--- config.mk ---
export PLATFORM = sky130hd
export DESIGN_NAME = rau_div_cell
export DESIGN_NICKNAME = d
export VERILOG_FILES = /design/src/rtl/core/rau_div_cell.sv
export SDC_FILE = /design/constraint.sdc
export NUM_CORES = 1
export LEC_CHECK = 0
export BUFFER_PORTS_ARGS = -buffer_cell sky130_fd_sc_hd__buf_2
export CAP_MARGIN = 20
export CORE_MARGIN = 2
export CORE_UTILIZATION = 40
export CTS_CLUSTER_SIZE = 16
export DETAILED_ROUTE_END_ITERATION = 8
export PLACE_DENSITY_LB_ADDON = 0.05
export SLEW_MARGIN = 20
export SYNTH_ARGS = -nofsm -noshare
export SYNTH_HDL_FRONTEND = slang
export SYNTH_SLANG_ARGS = --single-unit
--- constraint.sdc ---
create_clock -name clk_i -period 3.15 [get_ports clk_i]
set_clock_uncertainty 0.2 [all_clocks]
set_input_delay 0.315 -clock clk_i [delete_from_list [all_inputs] [get_ports clk_i]]
set_output_delay 0.315 -clock clk_i [all_outputs]
set_load 0.005 [all_outputs]
--- src/rtl/core/rau_div_cell.sv ---
// ----------------------------------------------------------------------------
// rau_div_cell: serial restoring divider for one dividend
// Shifts a quotient bit into the dividend register per cycle while enabled.
// ----------------------------------------------------------------------------
`default_nettype none

module rau_div_cell #(
  parameter int unsigned W = 32
) (
  input  wire logic         clk_i,
  input  wire logic         load_i,
  input  wire logic         en_i,
  input  wire logic [W-1:0] dvd_i,
  input  wire logic [W-1:0] dvs_i,
  output logic      [W-1:0] quo_o
);

  logic [W-1:0] rem_q, rem_d, quo_q, quo_d;
  logic [W:0]   trial;

  // shift, trial subtract, keep bit
  always_comb begin
    trial = {rem_q, quo_q[W-1]} - {1'b0, dvs_i};
    if (!trial[W]) begin
      rem_d = trial[W-1:0];
      quo_d = {quo_q[W-2:0], 1'b1};
    end else begin
      rem_d = {rem_q[W-2:0], quo_q[W-1]};
      quo_d = {quo_q[W-2:0], 1'b0};
    end
  end

  always_ff @(posedge clk_i) begin
    if (load_i) begin
      rem_q <= '0;
      quo_q <= dvd_i;
    end else if (en_i) begin
      rem_q <= rem_d;
      quo_q <= quo_d;
    end
  end

  assign quo_o = quo_q;

endmodule

`default_nettype wire

==> flow_summary.json, run 1 <==
{
  "tns_ns": 0,
  "crit_path_end_kind": "register",
  "status": "complete, but fails checks",
  "fillers": 1052,
  "pwr-share-clk_pct": 42.2,
  "ys_seq_area_share_pct": 33.6,
  "final_cell_mix": "98 x buf_2, 59 x nand2_1, 43 x nor2_1",
  "hold_violations": 0,
  "grt_util_all_layers_pct": 20.1,
  "powerDensity_nw_per_um2": 452,
  "cpPeakStageDelay_ns": 0.38,
  "die_y_um": 113,
  "grt_pass1_wl_um": 20800,
  "syn2layout_area_growth_pct": 28.3,
  "final-setup-viol-count": 0,
  "grt_pass1_vias": 4260,
  "grt_overflow": 0,
  "cts_tree": "done",
  "r2r_setup_slack_ns": 0.11,
  "cts_sinks": 64,
  "dp_hpwl_um": 9780,
  "busiest_layer": "met2",
  "violations": "DRC",
  "finalCritPeriodShare_pct": 96.5,
  "cts_buffers": 9,
  "firstDrtPassIters": 7,
  "synthArstFlopShare_pct": 0,
  "dpl_cell_area_um2": 5660,
  "mostFrequentLayoutCell": "buf_2",
  "drc": 6,
  "nets": 772,
  "start_util_pct": 41.4,
  "p_comb_share_pct": 22.1,
  "gp_congestion": 0.951,
  "dp_slack_ns": -0.0376,
  "clkTransAtPathRegs_ns": 0.06,
  "vias": 4492,
  "syn-num-nets": 647,
  "antenna_left": 0,
  "worst_pin_slew_ns": 1.00,
  "yosys_warnings": 0,
  "hold_class": "input port to register",
  "crit_path_cell_trace": "ha_2 > and4_1 > nor2b_1 > a2111oi_4 > nor2_2 > a311oi_4 > buf_6 > xnor2_4 > buf_6 > nand3_1 > a311oi_1",
  "synth_edf_count": 32,
  "syn-cell-area_um2": 4770,
  "antenna_found_initial": 0,
  "routedWlPerCell_um": 16.0,
  "io_buffers": 98,
  "grtUsageMet2_pct": 33.1,
  "io_pins": 99,
  "initialDrtViolationCount": 328,
  "slew_headroom_pct": 32.9,
  "power.leakage_nw": 2.73,
  "crit_fanout": 7,
  "htreeDepth": 3,
  "avgSynthCellArea_um2": 8.72,
  "worstSetupPathType": "register to register",
  "setup_slack_ns": 0.111,
  "synth_cell_types": 62,
  "cp_common_cell": "buf_6",
  "crit_path_top_delay_cell": "dfxtp_1",
  "clockRootBuffer": "clkbuf_16",
  "antenna_cells": 0,
  "min_period_ns": 3.04,
  "drv_cap": 0,
  "final_max_slew_viol_count": 0,
  "final_area_um2": 6120,
  "use_met1_pct": 27.4,
  "clock_path_buffers": 2,
  "synth_cells": 547,
  "seq_power_share_pct": 35.7,
  "drive_gt1_share_pct": 31.0,
  "clock_latency_ns": 0.34,
  "power.internal_w": 0.00201,
  "worst_setup_path_start_kind": "register",
  "met3_usage_pct": 2.30,
  "max_freq_mhz": 329,
  "synthFlopType": "edfxtp_1",
  "num_rows": 39,
  "fin_cells": 820,
  "swShare_pct": 27.1,
  "synth_top_area_share_pct": 20.1,
  "crit_arrival_ns": 3.08,
  "die-area_um2": 12800,
  "synth.area.top_cells": "edfxtp_1 20%, dfxtp_1 13%, ha_1 8.4%",
  "synth_top_cell_by_area": "edfxtp_1",
  "viasPerCell": 5.48,
  "fp.dieW_um": 113,
  "ys_seq_elements": 64,
  "p_switching_w": 0.000750,
  "core_area_um2": 11500,
  "dp.cells": 802,
  "max-vdd-ir-drop_mv": 0.240,
  "fin_util_pct": 53.1,
  "grt_max_degree": 39,
  "routed_wl_um": 13100,
  "crit_required_ns": 3.19
}
==> per-layer routing <==
metal	part of all wire, %	wire (µm)
met1	47	6170
met2	47	6170
met3	4.3	558
met4	1.7	218
met5	0	0
==> path summary, 6_finish.rpt <==
path | from | to | cells past startpoint
setup / recovery | rem_q[14] | rem_q[11] | 11
hold / removal | dvd_i[0] | quo_o[0] | 3
setup reg to reg | rem_q[14] | rem_q[11] | 11
hold reg to reg | rem_q[5] | rem_q[6] | 2
==> state kept, by name, indices dropped and copies added, names as in the netlist <==
name,count
quo_o,32
rem_q,32
==> power groups by stage <==
stage,sequential [W],clock [W],combinational (W)
final,0.000988,0.00117,0.000610
after global routing,0.000996,0.00122,0.000675
after CTS,0.000987,0.00119,0.000594
after detailed placement,0.00100,0,0.000590
after global placement,0.00100,0,0.000590
after floorplan,0.00100,0,0.000369
==> stage by stage <==
stage,hold WS (ns),total power [W]
4_1_cts,0.0670,0.00277
3_3_place_gp,0.287,0.00159
6_report,0.0745,0.00276
5_1_grt,0.0737,0.00289
2_1_floorplan,0.252,0.00137
3_5_place_dp,0.295,0.00159
==> worst max-delay path: cells and delay by family (launching register included) <==
family                     cells  cell delay, ns
adders and majority gates      1            0.34
and+or+nand+nor                4            0.56
buffers and inverters          2            0.33
xor gates and xnor gates       1            0.17
AOI/OAI and AO/OA              3            0.97
DFF                            1            0.38
==> synth_stat cells, types with 3 or more instances <==
master     n
ha_1      32
mux2_2    32
o211ai_1  10
nand2_1   60
a31oi_1    7
nand2b_1  11
buf_2      5
dfxtp_1   32
nor3b_1    3
edfxtp_1  32
and3_1     4
o311ai_0   3
nor2b_1    6
a211oi_1   4
nor3_1     4
nor2_1    43
a311oi_1  15
o21bai_1   5
o21ai_0   24
nor4_1     4
a21o_1    13
a22oi_1    3
xnor2_1   10
nand3_1   20
mux2i_1    5
xor2_1    11
a21oi_1   37
nand4_1    5
clkbuf_1  21
o21a_1     3
or3_1      4
inv_1     40
==> logic make-up (layout without fill, tap and decap cells) <==
kind of cell,count (synthesis),after routing,synth area share [%]
AO/OA/AOI/OAI,150,150,22.2
XOR/XNOR,22,22,4.20
multiplexers,37,37,8.60
flip-flops,64,64,33.6
adder cells (fa/ha/maj),33,33,8.81
buffers and inverters,69,199,5.72
AND/OR/NAND/NOR,172,172,16.9
==> area by class of cell <==
cell class	instances	area [µm²]	area share, %
sequential	64	1600	26.2
tap	143	179	2.92
multi-input combinational	414	2980	48.7
inverter	40	150	2.45
clock inverter	7	120	1.96
clock buffer	9	225	3.68
timing repair buffer	143	860	14.1
==> what timing repair did <==
item | 4_1_cts | 5_1_grt
hold buffers | 0 | 0
endpoints found under the hold margin | 0 | 0
buffers inserted | 0 | 2
setup endpoints to repair | 0 | 27
gates resized for setup | 0 | 22
No activity file was read; power rests on OpenSTA's default activity.
==> run 2, diff against run 1 <==
Settings changed: CELL_PAD_IN_SITES_DETAIL_PLACEMENT set to 1, CELL_PAD_IN_SITES_GLOBAL_PLACEMENT set to 1, CORE_UTILIZATION 40 to 38.
==> run 2 against run 1 <==
Against the previous run: the flow now finishes without violations; wire length up 14%; total power down 8.9%; non-clock buffer count down 6; critical endpoint is now rem_q[30]; largest cell class unchanged.
==> flow_summary.json, run 2 (synthesis gave the netlist of run 1 again) <==
{
  "clockRootBuffer": "clkbuf_16",
  "hold_class": "input port to register",
  "p_switching_w": 0.000760,
  "crit_arrival_ns": 3.10,
  "routed_wl_um": 15000,
  "dpl_cell_area_um2": 5620,
  "crit_required_ns": 3.18,
  "power.leakage_nw": 2.68,
  "grt_overflow": 0,
  "cts_buffers": 9,
  "final-setup-viol-count": 0,
  "max-vdd-ir-drop_mv": 0.315,
  "drv_cap": 0,
  "antenna_found_initial": 0,
  "final_area_um2": 6070,
  "num_rows": 40,
  "crit_path_end_kind": "register",
  "fillers": 1480,
  "hold_violations": 0,
  "postCtsHoldBufs": 0,
  "worstSetupPathType": "register to register",
  "clkTransAtPathRegs_ns": 0.06,
  "seq_area_um2": 1600,
  "multiInputGateArea_um2": 3010,
  "die_y_um": 116,
  "finalPower_w": 0.00252,
  "firstDrtPassIters": 4,
  "grt_max_degree": 44,
  "grt_util_all_layers_pct": 22.0,
  "io_buffers": 98,
  "seq_power_share_pct": 39.4,
  "grt_pass1_vias": 4513,
  "syn2layout_area_growth_pct": 27.2,
  "fin_util_pct": 50.1,
  "slew_headroom_pct": 36.5,
  "swShare_pct": 30.2,
  "initialDrtViolationCount": 277,
  "rsz0062_at_grt": "true",
  "min_period_ns": 3.07,
  "clock_latency_ns": 0.33,
  "r2r_cells": 11,
  "final_max_slew_viol_count": 0,
  "antenna_cells": 0,
  "dp_slack_ns": -0.0104,
  "status": "complete, no violations",
  "setup_slack_ns": 0.0832,
  "mostFrequentLayoutCell": "buf_2",
  "worst_setup_path_start_kind": "register",
  "gp_congestion": 0.849,
  "powerDensity_nw_per_um2": 415,
  "worst_pin_slew_ns": 0.953,
  "final_cell_mix": "98 x buf_2, 60 x nand2_1, 43 x nor2_1",
  "finalCritPeriodShare_pct": 97.4,
  "power.internal_w": 0.00176,
  "max_freq_mhz": 326,
  "pwr-share-clk_pct": 36.3,
  "whs_ns": 0.0837,
  "cts_sinks": 64,
  "dp_hpwl_um": 11500,
  "routedWlPerCell_um": 17.9,
  "drive_gt1_share_pct": 30.8,
  "drc": 0,
  "cts_tree": "done",
  "antenna_left": 0,
  "holdPathStages": 2,
  "viasPerCell": 5.38,
  "die-area_um2": 13500,
  "p_comb_share_pct": 24.3,
  "io_pins": 99,
  "fp.dieW_um": 116,
  "htreeDepth": 3,
  "crit_fanout": 3,
  "core_area_um2": 12100,
  "vias": 4512,
  "nets": 766,
  "grt_pass1_wl_um": 23300,
  "start_util_pct": 39.4,
  "clock_path_buffers": 2
}
[run 2: power by group through the flow]
stage	registers (W)	logic (W)	clock network [W]
final	0.000992	0.000612	0.000914
after global routing	0.00100	0.000682	0.000960
after detailed placement	0.00101	0.000591	0
after CTS	0.000992	0.000596	0.000931
after floorplan	0.00100	0.000369	0
after global placement	0.00100	0.000575	0
[run 2: final cells by class]
type,count,share of cell area (%)
multi-input combinational,414,49.6
sequential,64,26.4
timing repair buffer,137,13.5
clock buffer,9,3.71
tap,168,3.46
inverter,40,2.47
clock inverter,7,0.804
[run 2: worst max-delay path, stage by stage, from the launching register on]
cell	delay [ns]
edfxtp_1	0.39
inv_1	0.07
ha_2	0.18
fa_2	0.34
nand2b_4	0.15
a21o_1	0.22
a31oi_1	0.31
o2111ai_1	0.30
nand3_1	0.22
nand2_1	0.11
mux2_2	0.30
o22ai_1	0.18
[run 2: per-layer routing]
| metal | vias to the layer above | part of all wire [%] | global-route usage, % | wire length (µm) |
|---|---|---|---|---|
| met5 | - | 0 | 0 | 0 |
| met4 | 0 | 0.65 | 4.29 | 97 |
| met3 | 5 | 3.3 | 3.61 | 491 |
| met2 | 80 | 47 | 36.4 | 7090 |
| met1 | 2180 | 49 | 30.7 | 7300 |
| li1 | 2247 | - | - | - |
[run 2: what timing repair did]
item,4_1_cts,5_1_grt
endpoints found under the setup margin,2,32
pin swaps,0,9
setup buffers,0,6
cloned,0,1
resized for setup,1,22
[run 2: metrics by stage]
| stage | TNS (ns) | cells |
|---|---|---|
| floorplan | 0 | 547 |
| global placement | 0 | 817 |
| detailed placement | -0.0104 | 817 |
| CTS | 0 | 833 |
| global route | -0.503 | 839 |
| finish | 0 | 839 |
[run 2: final timing paths]
check / endpoint / slack, ns / startpoint
max: rem_q[30] / 0.08 / quo_o[31]
min: quo_o[20] / 0.08 / dvd_i[20]
max reg2reg: rem_q[30] / 0.08 / quo_o[31]
min reg2reg: rem_q[8] / 0.31 / rem_q[8]
==> run 3, diff against run 2 <==
Settings changed: CAP_MARGIN 20 to unset, CORE_UTILIZATION 38 to 40.
Clock period 3.15 ns to 3.8 ns, I/O delays scaled along.
==> run 3 against run 2 <==
Against the previous run: the run now ends with DRC left; largest cell class unchanged; clock-buffer cell count is 2 higher; design area fell by 5.3%; combinational power fell by 24%; highest routed layer unchanged; wire length decreased by 6.1%; fmax shrank 9.8%; via count shrank 2.4%; die area decreased by 4.8%; hold slack better by 0.065 ns; critical path type unchanged.
==> flow_summary.json, run 3 (synthesis gave the netlist of run 1 again) <==
{
  "status": "complete, but fails checks",
  "violations": "DRC",
  "clkTransAtPathRegs_ns": 0.06,
  "start_util_pct": 41.4,
  "clockRootBuffer": "clkbuf_16",
  "viasPerCell": 5.60,
  "cts_tree": "done",
  "fp.dieW_um": 113,
  "holdPathStages": 2,
  "firstDrtPassIters": 7,
  "cp-startpoint": "quo_o[31]",
  "die_y_um": 113,
  "dp_slack_ns": 0.266,
  "pwr-share-clk_pct": 41.9,
  "max_freq_mhz": 294,
  "dp.cells": 771,
  "worstSetupPathType": "register to register",
  "grt_pass1_vias": 4509,
  "dp_hpwl_um": 10800,
  "routedWlPerCell_um": 17.9,
  "final_cell_mix": "98 x buf_2, 60 x nand2_1, 43 x nor2_1",
  "worstHoldStart": "dvd_i[10]",
  "htreeDepth": 3,
  "crit_path_end_kind": "register",
  "cts_buffers": 9,
  "antenna_found_initial": 0,
  "swShare_pct": 26.5,
  "final_area_um2": 5740,
  "worst_pin_slew_ns": 0.981,
  "holdPathEnd": "quo_o[10]",
  "dpl_cell_area_um2": 5410,
  "num_rows": 39,
  "finalCritPeriodShare_pct": 89.5,
  "postCtsHoldBufs": 0,
  "clock_path_buffers": 2,
  "r2r_cells": 12,
  "final_max_slew_viol_count": 0,
  "whs_ns": 0.149,
  "seq_power_share_pct": 37.0,
  "drc": 11,
  "routed_wl_um": 14100,
  "cts_sinks": 64,
  "regToRegStartpoint": "quo_o[31]",
  "rsz0062_at_grt": "false",
  "power.internal_w": 0.00163,
  "gp_congestion": 0.899,
  "setup_slack_ns": 0.398,
  "antenna_cells": 0,
  "crit_arrival_ns": 3.42,
  "tns_ns": 0,
  "antenna_left": 0,
  "io_buffers": 98,
  "syn2layout_area_growth_pct": 20.4,
  "slew_headroom_pct": 34.3,
  "max-vdd-ir-drop_mv": 0.234,
  "drive_gt1_share_pct": 25.5,
  "nets": 739,
  "power.leakage_nw": 2.55,
  "r2r_setup_slack_ns": 0.40,
  "r2r_end": "rem_q[8]",
  "grt_max_degree": 42,
  "seq_area_um2": 1600,
  "p_comb_share_pct": 21.1,
  "crit_fanout": 9,
  "min_period_ns": 3.40,
  "grt_overflow": 0,
  "p_switching_w": 0.000589,
  "mostFrequentLayoutCell": "buf_2",
  "crit_required_ns": 3.82,
  "cts_setup_buffers": 0,
  "final-setup-viol-count": 0,
  "vias": 4405,
  "worst_setup_path_start_kind": "register",
  "hold_violations": 0,
  "grt_util_all_layers_pct": 22.5,
  "grt_pass1_wl_um": 23000,
  "die-area_um2": 12800,
  "clock_latency_ns": 0.33,
  "hold_class": "input port to register",
  "fin_cells": 787,
  "multiInputGateArea_um2": 2900,
  "cts_resized": 0,
  "initialDrtViolationCount": 205,
  "drv_cap": 0,
  "fillers": 1438,
  "powerDensity_nw_per_um2": 387,
  "io_pins": 99,
  "core_area_um2": 11500
}
run 3: cell type report:
type	count	area share, %
clock buffers	11	4.05
clock inverters	5	1.70
inverters	40	2.61
multi-input cells	414	50.5
flip-flops and latches	64	27.9
well taps	143	3.11
repair buffers	110	10.1
run 3: stage by stage:
stage	utilization [%]	total power, W
floorplan	-	0.00114
global placement	47.0	0.00129
detailed placement	47.0	0.00130
CTS	49.9	0.00224
global route	49.9	0.00233
finish	49.9	0.00222
run 3: layer usage:
| metal | vias up | GRT usage, % | routed length, µm |
|---|---|---|---|
| met5 | - | 0 | 0 |
| met3 | 4 | 3.16 | 518 |
| li1 | 2187 | - | - |
| met2 | 83 | 37.5 | 6580 |
| met1 | 2131 | 30.7 | 6880 |
| met4 | 0 | 5.93 | 76 |
run 3: how the worst max path moves through the flow:
| stage | slack (ns) | cells past startpoint | endpoint |
|---|---|---|---|
| floorplan | 0.65 | 12 | rem_q[10] |
| global placement | 0.42 | 11 | rem_q[7] |
| detailed placement | 0.27 | 12 | rem_q[22] |
| CTS | 0.35 | 12 | rem_q[8] |
| global route | 0.17 | 12 | rem_q[6] |
| finish | 0.40 | 12 | rem_q[8] |
run 3: critical path: stages (launching register included):
cell,delay (ns)
edfxtp_1,0.39
inv_1,0.06
ha_1,0.20
fa_1,0.39
nand2b_1,0.19
a21o_1,0.21
a31o_2,0.23
nand3_1,0.17
a311oi_4,0.18
xnor2_2,0.43
buf_4,0.27
nand2_1,0.08
a311oi_1,0.30
run 3: power by group through the flow:
stage | clock network, W | logic (W) | registers [W]
global route | 0.000983 | 0.000523 | 0.000828
CTS | 0.000952 | 0.000470 | 0.000821
global placement | 0 | 0.000454 | 0.000832
floorplan | 0 | 0.000306 | 0.000831
finish | 0.000931 | 0.000468 | 0.000821
detailed placement | 0 | 0.000465 | 0.000836
