$ cat config.mk
export PLATFORM = sky130hd
export DESIGN_NAME = rau_gcd_cell
export DESIGN_NICKNAME = d
export VERILOG_FILES = /design/src/rtl/core/rau_gcd_cell.sv
export SDC_FILE = /design/constraint.sdc
export NUM_CORES = 1
export LEC_CHECK = 0
export BUFFER_PORTS_ARGS = -buffer_cell sky130_fd_sc_hd__buf_4
export CAP_MARGIN = 20
export CORE_ASPECT_RATIO = 1.1
export CORE_MARGIN = 2
export CORE_UTILIZATION = 58
export CTS_CLUSTER_SIZE = 20
export DETAILED_ROUTE_END_ITERATION = 12
export PLACE_DENSITY = 0.83
export SLEW_MARGIN = 20
export SYNTH_ARGS = -nofsm -noshare
export SYNTH_HDL_FRONTEND = slang
export SYNTH_SLANG_ARGS = --single-unit
export TNS_END_PERCENT = 10
$ cat constraint.sdc
create_clock -name clk_i -period 4.9 [get_ports clk_i]
set_clock_uncertainty 0.05 [all_clocks]
set_input_delay 0.49 -clock clk_i [delete_from_list [all_inputs] [get_ports clk_i]]
set_output_delay 0.49 -clock clk_i [all_outputs]
set_load 0.01 [all_outputs]
$ cat src/rtl/core/rau_gcd_cell.sv
// ----------------------------------------------------------------------------
// rau_gcd_cell: one binary gcd step
// Takes a pair (x, y, shift count) and hands the pair after one step on.
// ----------------------------------------------------------------------------
`default_nettype none

module rau_gcd_cell #(
  parameter int unsigned W  = 32,
  parameter int unsigned SW = 7
) (
  input  wire logic          clk_i,
  input  wire logic          en_i,
  input  wire logic [W-1:0]  x_i,
  input  wire logic [W-1:0]  y_i,
  input  wire logic [SW-1:0] k_i,
  output logic      [W-1:0]  x_o,
  output logic      [W-1:0]  y_o,
  output logic      [SW-1:0] k_o
);

  logic [W-1:0]  x_d, y_d;
  logic [SW-1:0] k_d;
  logic [W-1:0]  x_q, y_q;
  logic [SW-1:0] k_q;

  // one step: strip common twos, strip twos of one side, or subtract
  always_comb begin
    x_d = x_i;
    y_d = y_i;
    k_d = k_i;
    if (y_i == '0) begin
      x_d = x_i;
    end else if (x_i == '0) begin
      x_d = y_i;
      y_d = '0;
    end else if (!x_i[0] && !y_i[0]) begin
      x_d = x_i >> 1;
      y_d = y_i >> 1;
      k_d = k_i + SW'(1);
    end else if (!x_i[0]) begin
      x_d = x_i >> 1;
    end else if (!y_i[0]) begin
      y_d = y_i >> 1;
    end else if (x_i >= y_i) begin
      x_d = (x_i - y_i) >> 1;
    end else begin
      y_d = (y_i - x_i) >> 1;
    end
  end

  // advance when the chain is stepping
  always_ff @(posedge clk_i) begin
    if (en_i) begin
      x_q <= x_d;
      y_q <= y_d;
      k_q <= k_d;
    end
  end

  assign x_o = x_q;
  assign y_o = y_q;
  assign k_o = k_q;

endmodule

`default_nettype wire

==> impl_metrics.env, run 1 <==
export IMPL_cp_data_required_time_ps=4950
export IMPL_syn2layout_area_growth_pct=18.2
export IMPL_avgSynthCellArea_um2=8.30
export IMPL_ios=144
export IMPL_ys_warn_count=0
export IMPL_dpl_hpwl_um=21300
export IMPL_synth_ff_type="edfxtp_1"
export IMPL_async_flop_share_pct=0
export IMPL_grtUsageMet3_pct=9.48
export IMPL_hold_buffers=0
export IMPL_grt_pass1_wl_um=44100
export IMPL_cp_startpoint="x_i[0]"
export IMPL_die_h_um=126
export IMPL_vdd_ir_drop_worst_mv=0.161
export IMPL_grt_busiest_layer="met2"
export IMPL_comb_power_share_pct=40.4
export IMPL_endpoint="y_o[30]$_DFFE_PP_"
export IMPL_fin_crit_sh_pct=82.0
export IMPL_setup_viol=0
export IMPL_synthTopCellsByArea="edfxtp_1 27%, ha_1 10%, a21oi_1 6.3%, xnor2_1 5.0%, o21ai_0 4.6%"
export IMPL_die_w_um=115
export IMPL_use_met1_pct=49.9
export IMPL_num_fill_cells=1122
export IMPL_grt_max_degree=72
export IMPL_cts_num_sinks=71
export IMPL_syn_nets=1090
export IMPL_viasPerCell=6.86
export IMPL_cts_htree_levels=3
export IMPL_drv_slew=0
export IMPL_die_area_um2=14500
export IMPL_yosysTopAreaCell="edfxtp_1"
export IMPL_worst_pin_slew_ps=1040
export IMPL_grt_util_met2_pct=64.1
export IMPL_setup_tns_ps=0
export IMPL_vias=8433
export IMPL_netlist_top_cells_count="100 x a21oi_1, 73 x o21ai_0, 71 x edfxtp_1"
export IMPL_critical_path_arrival_ps=4070
export IMPL_ys_seq_area_share_pct=27.0
export IMPL_nNetsFinal=1202
export IMPL_cts_setup_buffers=0
export IMPL_switching_share_pct=37.1
export IMPL_drtIter0Drc=820
export IMPL_io_buffers=143
export IMPL_pwr_share_clk_pct=28.3
export IMPL_power_frac_seq_pct=31.3
export IMPL_clock_path_buffers=2
export IMPL_final_util_pct=70.5
export IMPL_synth_edf_count=71
export IMPL_grt_use_total_pct=39.9
export IMPL_drive_above_1_share_pct=20.0
export IMPL_synthesis_area_um2=7880
export IMPL_drc=0
export IMPL_gr_total_overflow=0
export IMPL_max_freq_mhz=249
export IMPL_switching_power_uw=918
export IMPL_cts_tree="done"
export IMPL_antenna_found_initial=1
export IMPL_cts_resized=0
export IMPL_grt_pass1_vias=8059
export IMPL_status="finished, final reports clean"
export IMPL_rows=44
export IMPL_seq_area_um2=2130
export IMPL_coreArea_um2=13200
export IMPL_cts_inserted_buffers=9
export IMPL_cp_max_fo=20
export IMPL_rsz0062_at_grt="false"
export IMPL_cp_end_kind="flop"
export IMPL_hold_path_class="primary input to flop"
export IMPL_p_int_mw=1.55
export IMPL_cts_root_buf="clkbuf_16"
export IMPL_globalplace_congestion=1.02
export IMPL_synth_most_common_cell="a21oi_1"
export IMPL_multi_input_area_um2=5210
export IMPL_synthCells=950
export IMPL_leakage_nw=3.88
export IMPL_dr_pass1_iters=7
export IMPL_synth_distinct_cells=80
export IMPL_finalHoldViolations=0
export IMPL_yosysTopAreaCellShare_pct=27.0
export IMPL_routed_wl_um=29200
export IMPL_ys_ff_latch=71
export IMPL_initial_core_util_pct=59.7
export IMPL_maxSlewHeadroom_pct=30.4
export IMPL_cts_clk_slew_worst_paths_ps=70
export IMPL_ant_nets=0
export IMPL_fin_crit_ps=4020
export IMPL_max_cap_violations=0
export IMPL_wl_per_cell_um=23.7
export IMPL_critPathKind="primary input to flop"
export IMPL_startpoint_type="primary input"
export IMPL_p_per_area_nw_per_um2=265
==> worst min-delay path by stage <==
stage | start | to | depth (start not counted)
final | k_i[6] | k_o[6]$_DFFE_PP_ | 2
after global routing | k_i[6] | k_o[6]$_DFFE_PP_ | 2
after CTS | k_i[6] | k_o[6]$_DFFE_PP_ | 2
after detailed placement | k_i[6] | k_o[6]$_DFFE_PP_ | 2
after global placement | k_i[6] | k_o[6]$_DFFE_PP_ | 2
after floorplan | en_i | k_o[0]$_DFFE_PP_ | 0
==> power by group through the flow <==
stage | combinational [mW] | clock (mW) | sequential [mW]
4_1_cts | 0.975 | 0.697 | 0.775
5_1_grt | 1.07 | 0.720 | 0.779
3_3_place_gp | 0.966 | 0 | 0.786
2_1_floorplan | 0.572 | 0 | 0.821
6_report | 0.999 | 0.699 | 0.774
3_5_place_dp | 0.969 | 0 | 0.787
==> per-stage QoR <==
stage	total power [mW]	area (µm²)	setup slack, ps	hold WS, ps	instances
3_5_place_dp	1.76	9010	614	737	1212
4_1_cts	2.45	9310	980	374	1228
5_1_grt	2.57	9310	786	387	1228
6_report	2.47	9320	884	376	1229
2_1_floorplan	1.39	7880	1400	552	950
3_3_place_gp	1.75	9010	752	740	1212
==> layer usage <==
metal,share of wire (%),up-vias
met5,0,-
met4,4.8,0
met3,11,119
met2,47,552
met1,37,3955
li1,-,3807
==> sequential cells by signal (all words and copies together), names as in the netlist <==
| register | flops |
|---|---|
| x_o | 32 |
| y_o | 32 |
| k_o | 7 |
==> cells in the final DEF (no fill, tap or decap), drive strengths merged, types with 20 or more instances in the layout <==
master / instances
buf: 161
a21oi: 102
o21ai: 85
inv: 72
edfxtp: 71
ha: 65
nand2: 65
nor2: 65
xnor2: 45
a221oi: 26
nand3: 21
a211oi: 21
a21o: 20
nor4: 20
a22oi: 20
==> worst max-delay path: stages <==
cell and delay (ps):
buf_4 260, inv_1 100, ha_1 230, fa_1 390, nand2b_1 170, a21oi_1 230, a31oi_1 150, o21ai_2 390
o211ai_4 250, buf_4 270, a21oi_1 750, a21oi_1 70, o221ai_1 190, nor3_1 80
==> kinds of logic after synthesis <==
| kind of cell | count (synthesis) | share of synthesized area [%] |
|---|---|---|
| mux | 3 | 0.397 |
| xor+xnor | 60 | 6.67 |
| buf+inv | 129 | 7.00 |
| flops | 71 | 27.0 |
| simple gates | 240 | 14.6 |
| compound gates | 380 | 33.4 |
| fa+ha+maj | 67 | 10.8 |
==> final cells by class <==
type,instances,share of cell area [%]
repair buffers,161,13.0
diodes,1,0.0269
inverters,69,2.78
well taps,161,2.16
clock inverters,7,0.846
flip-flops and latches,71,22.9
multi-input cells,750,55.9
clock buffers,9,2.42
No activity file was read; power rests on OpenSTA's default activity.
==> run 2: changes to the inputs <==
--- a/config.mk
+++ b/config.mk
@@ -9,10 +9,10 @@
 export CAP_MARGIN = 20
 export CORE_ASPECT_RATIO = 1.1
 export CORE_MARGIN = 2
-export CORE_UTILIZATION = 58
+export CORE_UTILIZATION = 52
 export CTS_CLUSTER_SIZE = 20
 export DETAILED_ROUTE_END_ITERATION = 12
-export PLACE_DENSITY = 0.83
+export PLACE_DENSITY = 0.78
 export SLEW_MARGIN = 20
 export SYNTH_ARGS = -nofsm -noshare
 export SYNTH_HDL_FRONTEND = slang
==> constraint.sdc (replaced) <==
create_clock -name clk_i -period 3.6 [get_ports clk_i]
set_clock_uncertainty 0.05 [all_clocks]
set_input_delay 0.36 -clock clk_i [delete_from_list [all_inputs] [get_ports clk_i]]
set_output_delay 0.36 -clock clk_i [all_outputs]
set_load 0.01 [all_outputs]
==> impl_metrics.env, run 2 (synthesis results as in run 1) <==
export IMPL_p_per_area_nw_per_um2=367
export IMPL_fin_crit_ps=3160
export IMPL_worst_pin_slew_ps=1040
export IMPL_multi_input_area_um2=5200
export IMPL_max_freq_mhz=316
export IMPL_drc=0
export IMPL_cts_inserted_buffers=9
export IMPL_viasPerCell=6.56
export IMPL_startpoint_type="primary input"
export IMPL_cts_setup_buffers=0
export IMPL_initial_core_util_pct=52.8
export IMPL_antenna_cells=0
export IMPL_grt_pass1_wl_um=47500
export IMPL_cts_resized=0
export IMPL_rows=47
export IMPL_die_w_um=121
export IMPL_antenna_found_initial=0
export IMPL_leakage_nw=4.17
export IMPL_num_fill_cells=1339
export IMPL_wl_per_cell_um=23.9
export IMPL_ant_nets=0
export IMPL_drv_slew=0
export IMPL_hold_buffers=0
export IMPL_globalplace_congestion=1.02
export IMPL_gr_total_overflow=0
export IMPL_final_cell_mix="209 x buf_4, 100 x a21oi_1, 73 x o21ai_0"
export IMPL_nNetsFinal=1253
export IMPL_die_h_um=133
export IMPL_placed_area_um2=9470
export IMPL_fin_area_um2=9810
export IMPL_hold_path_class="primary input to flop"
export IMPL_mostFrequentLayoutCell="buf_4"
export IMPL_io_buffers=143
export IMPL_cp_max_fo=12
export IMPL_die_area_um2=16200
export IMPL_clock_path_buffers=2
export IMPL_hold_depth=2
export IMPL_cts_clk_slew_worst_paths_ps=70
export IMPL_vias=8624
export IMPL_rsz0062_at_grt="false"
export IMPL_syn2layout_area_growth_pct=24.5
export IMPL_dr_pass1_iters=8
export IMPL_finalHoldViolations=0
export IMPL_cts_root_buf="clkbuf_16"
export IMPL_maxSlewHeadroom_pct=30.4
export IMPL_min_from="k_i[6]"
export IMPL_status="finished, final reports clean"
export IMPL_cp_end_kind="flop"
export IMPL_vdd_ir_drop_worst_mv=0.258
export IMPL_ios=144
export IMPL_drive_above_1_share_pct=23.4
export IMPL_coreArea_um2=14900
export IMPL_critPathKind="primary input to flop"
export IMPL_critical_path_arrival_ps=3230
export IMPL_routed_wl_um=31400
export IMPL_grt_use_total_pct=38.7
export IMPL_fin_crit_sh_pct=87.8
export IMPL_max_cap_violations=0
export IMPL_drtIter0Drc=1235
export IMPL_seq_area_um2=2130
export IMPL_cts_tree="done"
export IMPL_grt_max_degree=72
export IMPL_cts_num_sinks=71
export IMPL_dpl_hpwl_um=23500
export IMPL_setup_viol=0
export IMPL_setup_tns_ps=0
export IMPL_hold_path_end="k_o[6]$_DFFE_PP_"
export IMPL_cp_data_required_time_ps=3670
export IMPL_cts_htree_levels=3
export IMPL_grt_pass1_vias=8262
==> run 2: changes by cell type in the layout (fill, tap and decap cells not counted), sizes merged <==
| cell | change |
|---|---|
| buf | +51 |
| bufinv | +2 |
| clkinv | +2 |
| clkinvlp | -2 |
| inv | -2 |
| diode | -1 |
==> run 2: critical path, cell delays in order <==
cell and delay (ps):
buf_4 130, inv_1 50, ha_1 410, a211oi_1 240, o21ai_0 220, a221oi_4 390, o311ai_4 210, o211ai_4 300
nand2_2 340, a22oi_1 280, o22ai_1 110, and2_1 190
==> run 2: layout make-up <==
cell class | count | share of cell area [%]
Multi-Input combinational cell | 750 | 53.0
Clock inverter | 7 | 1.22
Sequential cell | 71 | 21.7
Clock buffer | 9 | 2.29
Timing Repair Buffer | 212 | 16.6
Tap cell | 196 | 2.50
Inverter | 69 | 2.64
==> run 2: worst max-delay path by stage <==
stage          startpoint                end  slack [ps]  cells after the start
2_1_floorplan      x_i[0]   x_o[0]$_DFFE_PP_         230                     13
3_3_place_gp      x_i[23]  y_o[12]$_DFFE_PP_         170                     12
3_5_place_dp      x_i[23]  y_o[11]$_DFFE_PP_         120                     12
4_1_cts           x_i[23]  y_o[11]$_DFFE_PP_         500                     12
5_1_grt           x_i[23]  y_o[11]$_DFFE_PP_         260                     12
6_report          x_i[23]  y_o[12]$_DFFE_PP_         440                     12
==> run 2: routing by layer <==
metal,vias up,routed length [µm],global-route usage [%]
met4,0,1480,18.1
met3,100,3060,5.57
li1,3903,-,-
met5,-,0,0
met1,4091,12600,52.7
met2,530,14300,60.5
==> run 2: where the power goes <==
part	switching [mW]	leakage (nW)	total (mW)	internal (mW)
logic	0.844	3.30	1.46	0.612
registers	0.0292	0.694	1.06	1.03
clock network	0.414	0.166	1.09	0.680
total	1.29	4.17	3.61	2.32
==> run 2: through the flow <==
step / hold slack, ps / worst slack [ps] / std cells / power [mW] / util (%)
finish: 245 / 438 / 1314 / 3.61 / 65.7
CTS: 251 / 500 / 1314 / 3.58 / 65.7
floorplan: 422 / 225 / 950 / 1.90 / -
global placement: 602 / 166 / 1298 / 2.49 / 63.4
detailed placement: 609 / 123 / 1298 / 2.49 / 63.4
global route: 268 / 262 / 1314 / 3.75 / 65.7
==> run 3: changes to the inputs <==
--- a/config.mk
+++ b/config.mk
@@ -7,12 +7,14 @@
 export LEC_CHECK = 0
 export BUFFER_PORTS_ARGS = -buffer_cell sky130_fd_sc_hd__buf_4
 export CAP_MARGIN = 20
+export CELL_PAD_IN_SITES_DETAIL_PLACEMENT = 2
+export CELL_PAD_IN_SITES_GLOBAL_PLACEMENT = 2
 export CORE_ASPECT_RATIO = 1.1
 export CORE_MARGIN = 2
-export CORE_UTILIZATION = 52
+export CORE_UTILIZATION = 31
 export CTS_CLUSTER_SIZE = 20
 export DETAILED_ROUTE_END_ITERATION = 12
-export PLACE_DENSITY = 0.78
+export PLACE_DENSITY = 0.83
 export SLEW_MARGIN = 20
 export SYNTH_ARGS = -nofsm -noshare
 export SYNTH_HDL_FRONTEND = slang
==> impl_metrics.env, run 3 (synthesis results as in run 1) <==
export IMPL_finalHoldViolations=0
export IMPL_cts_inserted_buffers=9
export IMPL_cts_clk_slew_worst_paths_ps=70
export IMPL_setup_viol=0
export IMPL_drc=0
export IMPL_wl_per_cell_um=28.4
export IMPL_nNetsFinal=1265
export IMPL_grt_use_total_pct=30.6
export IMPL_io_buffers=143
export IMPL_final_cells=1445
export IMPL_grt_pass1_vias=9665
export IMPL_die_h_um=171
export IMPL_setup_tns_ps=0
export IMPL_dr_pass1_iters=5
export IMPL_cts_root_buf="clkbuf_16"
export IMPL_cts_htree_levels=3
export IMPL_status="finished, final reports clean"
export IMPL_vdd_ir_drop_worst_mv=0.158
export IMPL_drtIter0Drc=676
export IMPL_dp_cells=1429
export IMPL_cts_setup_buffers=0
export IMPL_rows=61
export IMPL_coreArea_um2=25100
export IMPL_die_w_um=156
export IMPL_drv_slew=0
export IMPL_final_util_pct=39.9
export IMPL_cts_num_sinks=71
export IMPL_hold_buffers=0
export IMPL_num_fill_cells=2866
export IMPL_critPathKind="primary input to flop"
export IMPL_cp_data_required_time_ps=3700
export IMPL_initial_core_util_pct=31.4
export IMPL_hold_path_class="primary input to flop"
export IMPL_fin_crit_ps=3410
export IMPL_cts_resized=0
export IMPL_fin_area_um2=10000
export IMPL_placed_area_um2=9690
export IMPL_final_cell_mix="223 x buf_4, 100 x a21oi_1, 73 x o21ai_0"
export IMPL_antenna_cells=0
export IMPL_maxSlewHeadroom_pct=28.7
export IMPL_p_total_mw=3.68
export IMPL_syn2layout_area_growth_pct=27.0
export IMPL_fin_crit_sh_pct=94.8
export IMPL_ant_nets=0
export IMPL_max_cap_violations=0
export IMPL_vias=8873
export IMPL_clock_path_buffers=2
export IMPL_drive_above_1_share_pct=24.2
export IMPL_die_area_um2=26700
export IMPL_viasPerCell=6.14
export IMPL_cp_max_fo=5
export IMPL_pre_cts_ws_ps=-75.6
export IMPL_leakage_nw=4.20
export IMPL_max_freq_mhz=293
export IMPL_globalplace_congestion=0.944
export IMPL_worst_pin_slew_ps=1070
export IMPL_dpl_hpwl_um=31000
export IMPL_cp_end_kind="flop"
export IMPL_mostFrequentLayoutCell="buf_4"
export IMPL_grt_pass1_wl_um=61000
export IMPL_startpoint_type="primary input"
export IMPL_p_per_area_nw_per_um2=368
export IMPL_routed_wl_um=41000
export IMPL_ios=144
export IMPL_rsz0062_at_grt="false"
export IMPL_grt_max_degree=72
export IMPL_hold_slack_ps=252
export IMPL_antenna_found_initial=0
export IMPL_cts_tree="done"
export IMPL_setup_ws_ps=185
export IMPL_critical_path_arrival_ps=3520
export IMPL_gr_total_overflow=0
-- run 3: path summary, 6_finish.rpt --
| path | startpoint | end | slack [ps] | depth (start not counted) |
|---|---|---|---|---|
| max | y_i[0] | y_o[25]$_DFFE_PP_ | 190 | 13 |
| min | k_i[6] | k_o[6]$_DFFE_PP_ | 250 | 2 |
-- run 3: layout make-up --
| cell class | instances | area [µm²] | share of cell area, % |
|---|---|---|---|
| Timing Repair Buffer | 224 | 1690 | 16.9 |
| Tap cell | 315 | 394 | 3.94 |
| Sequential cell | 71 | 2130 | 21.3 |
| Multi-Input combinational cell | 750 | 5210 | 52.0 |
| Inverter | 69 | 259 | 2.59 |
| Clock inverter | 6 | 92.6 | 0.925 |
| Clock buffer | 10 | 229 | 2.29 |
-- run 3: power breakdown --
group | switching [mW] | internal (mW) | total, mW
registers | 0.0340 | 1.03 | 1.06
clock network | 0.446 | 0.614 | 1.06
logic | 0.940 | 0.622 | 1.56
total | 1.42 | 2.26 | 3.68
-- run 3: routing by layer --
metal / part of all wire (%) / global-route usage [%] / vias to the layer above
li1: - / - / 3915
met1: 39 / 36.1 / 4472
met2: 49 / 53.3 / 364
met3: 6.4 / 5.72 / 122
met4: 5.1 / 15.7 / 0
met5: 0 / 0 / -
-- run 3: worst max-delay path, cell delays in order --
cell and delay, ps:
buf_4 130, inv_1 80, ha_1 230, fa_1 250
nand2b_1 180, a21oi_1 100, a211oi_2 380, a21o_1 240
a41oi_2 280, a221oi_1 590, xnor2_1 210, o221ai_1 150
a21oi_1 320
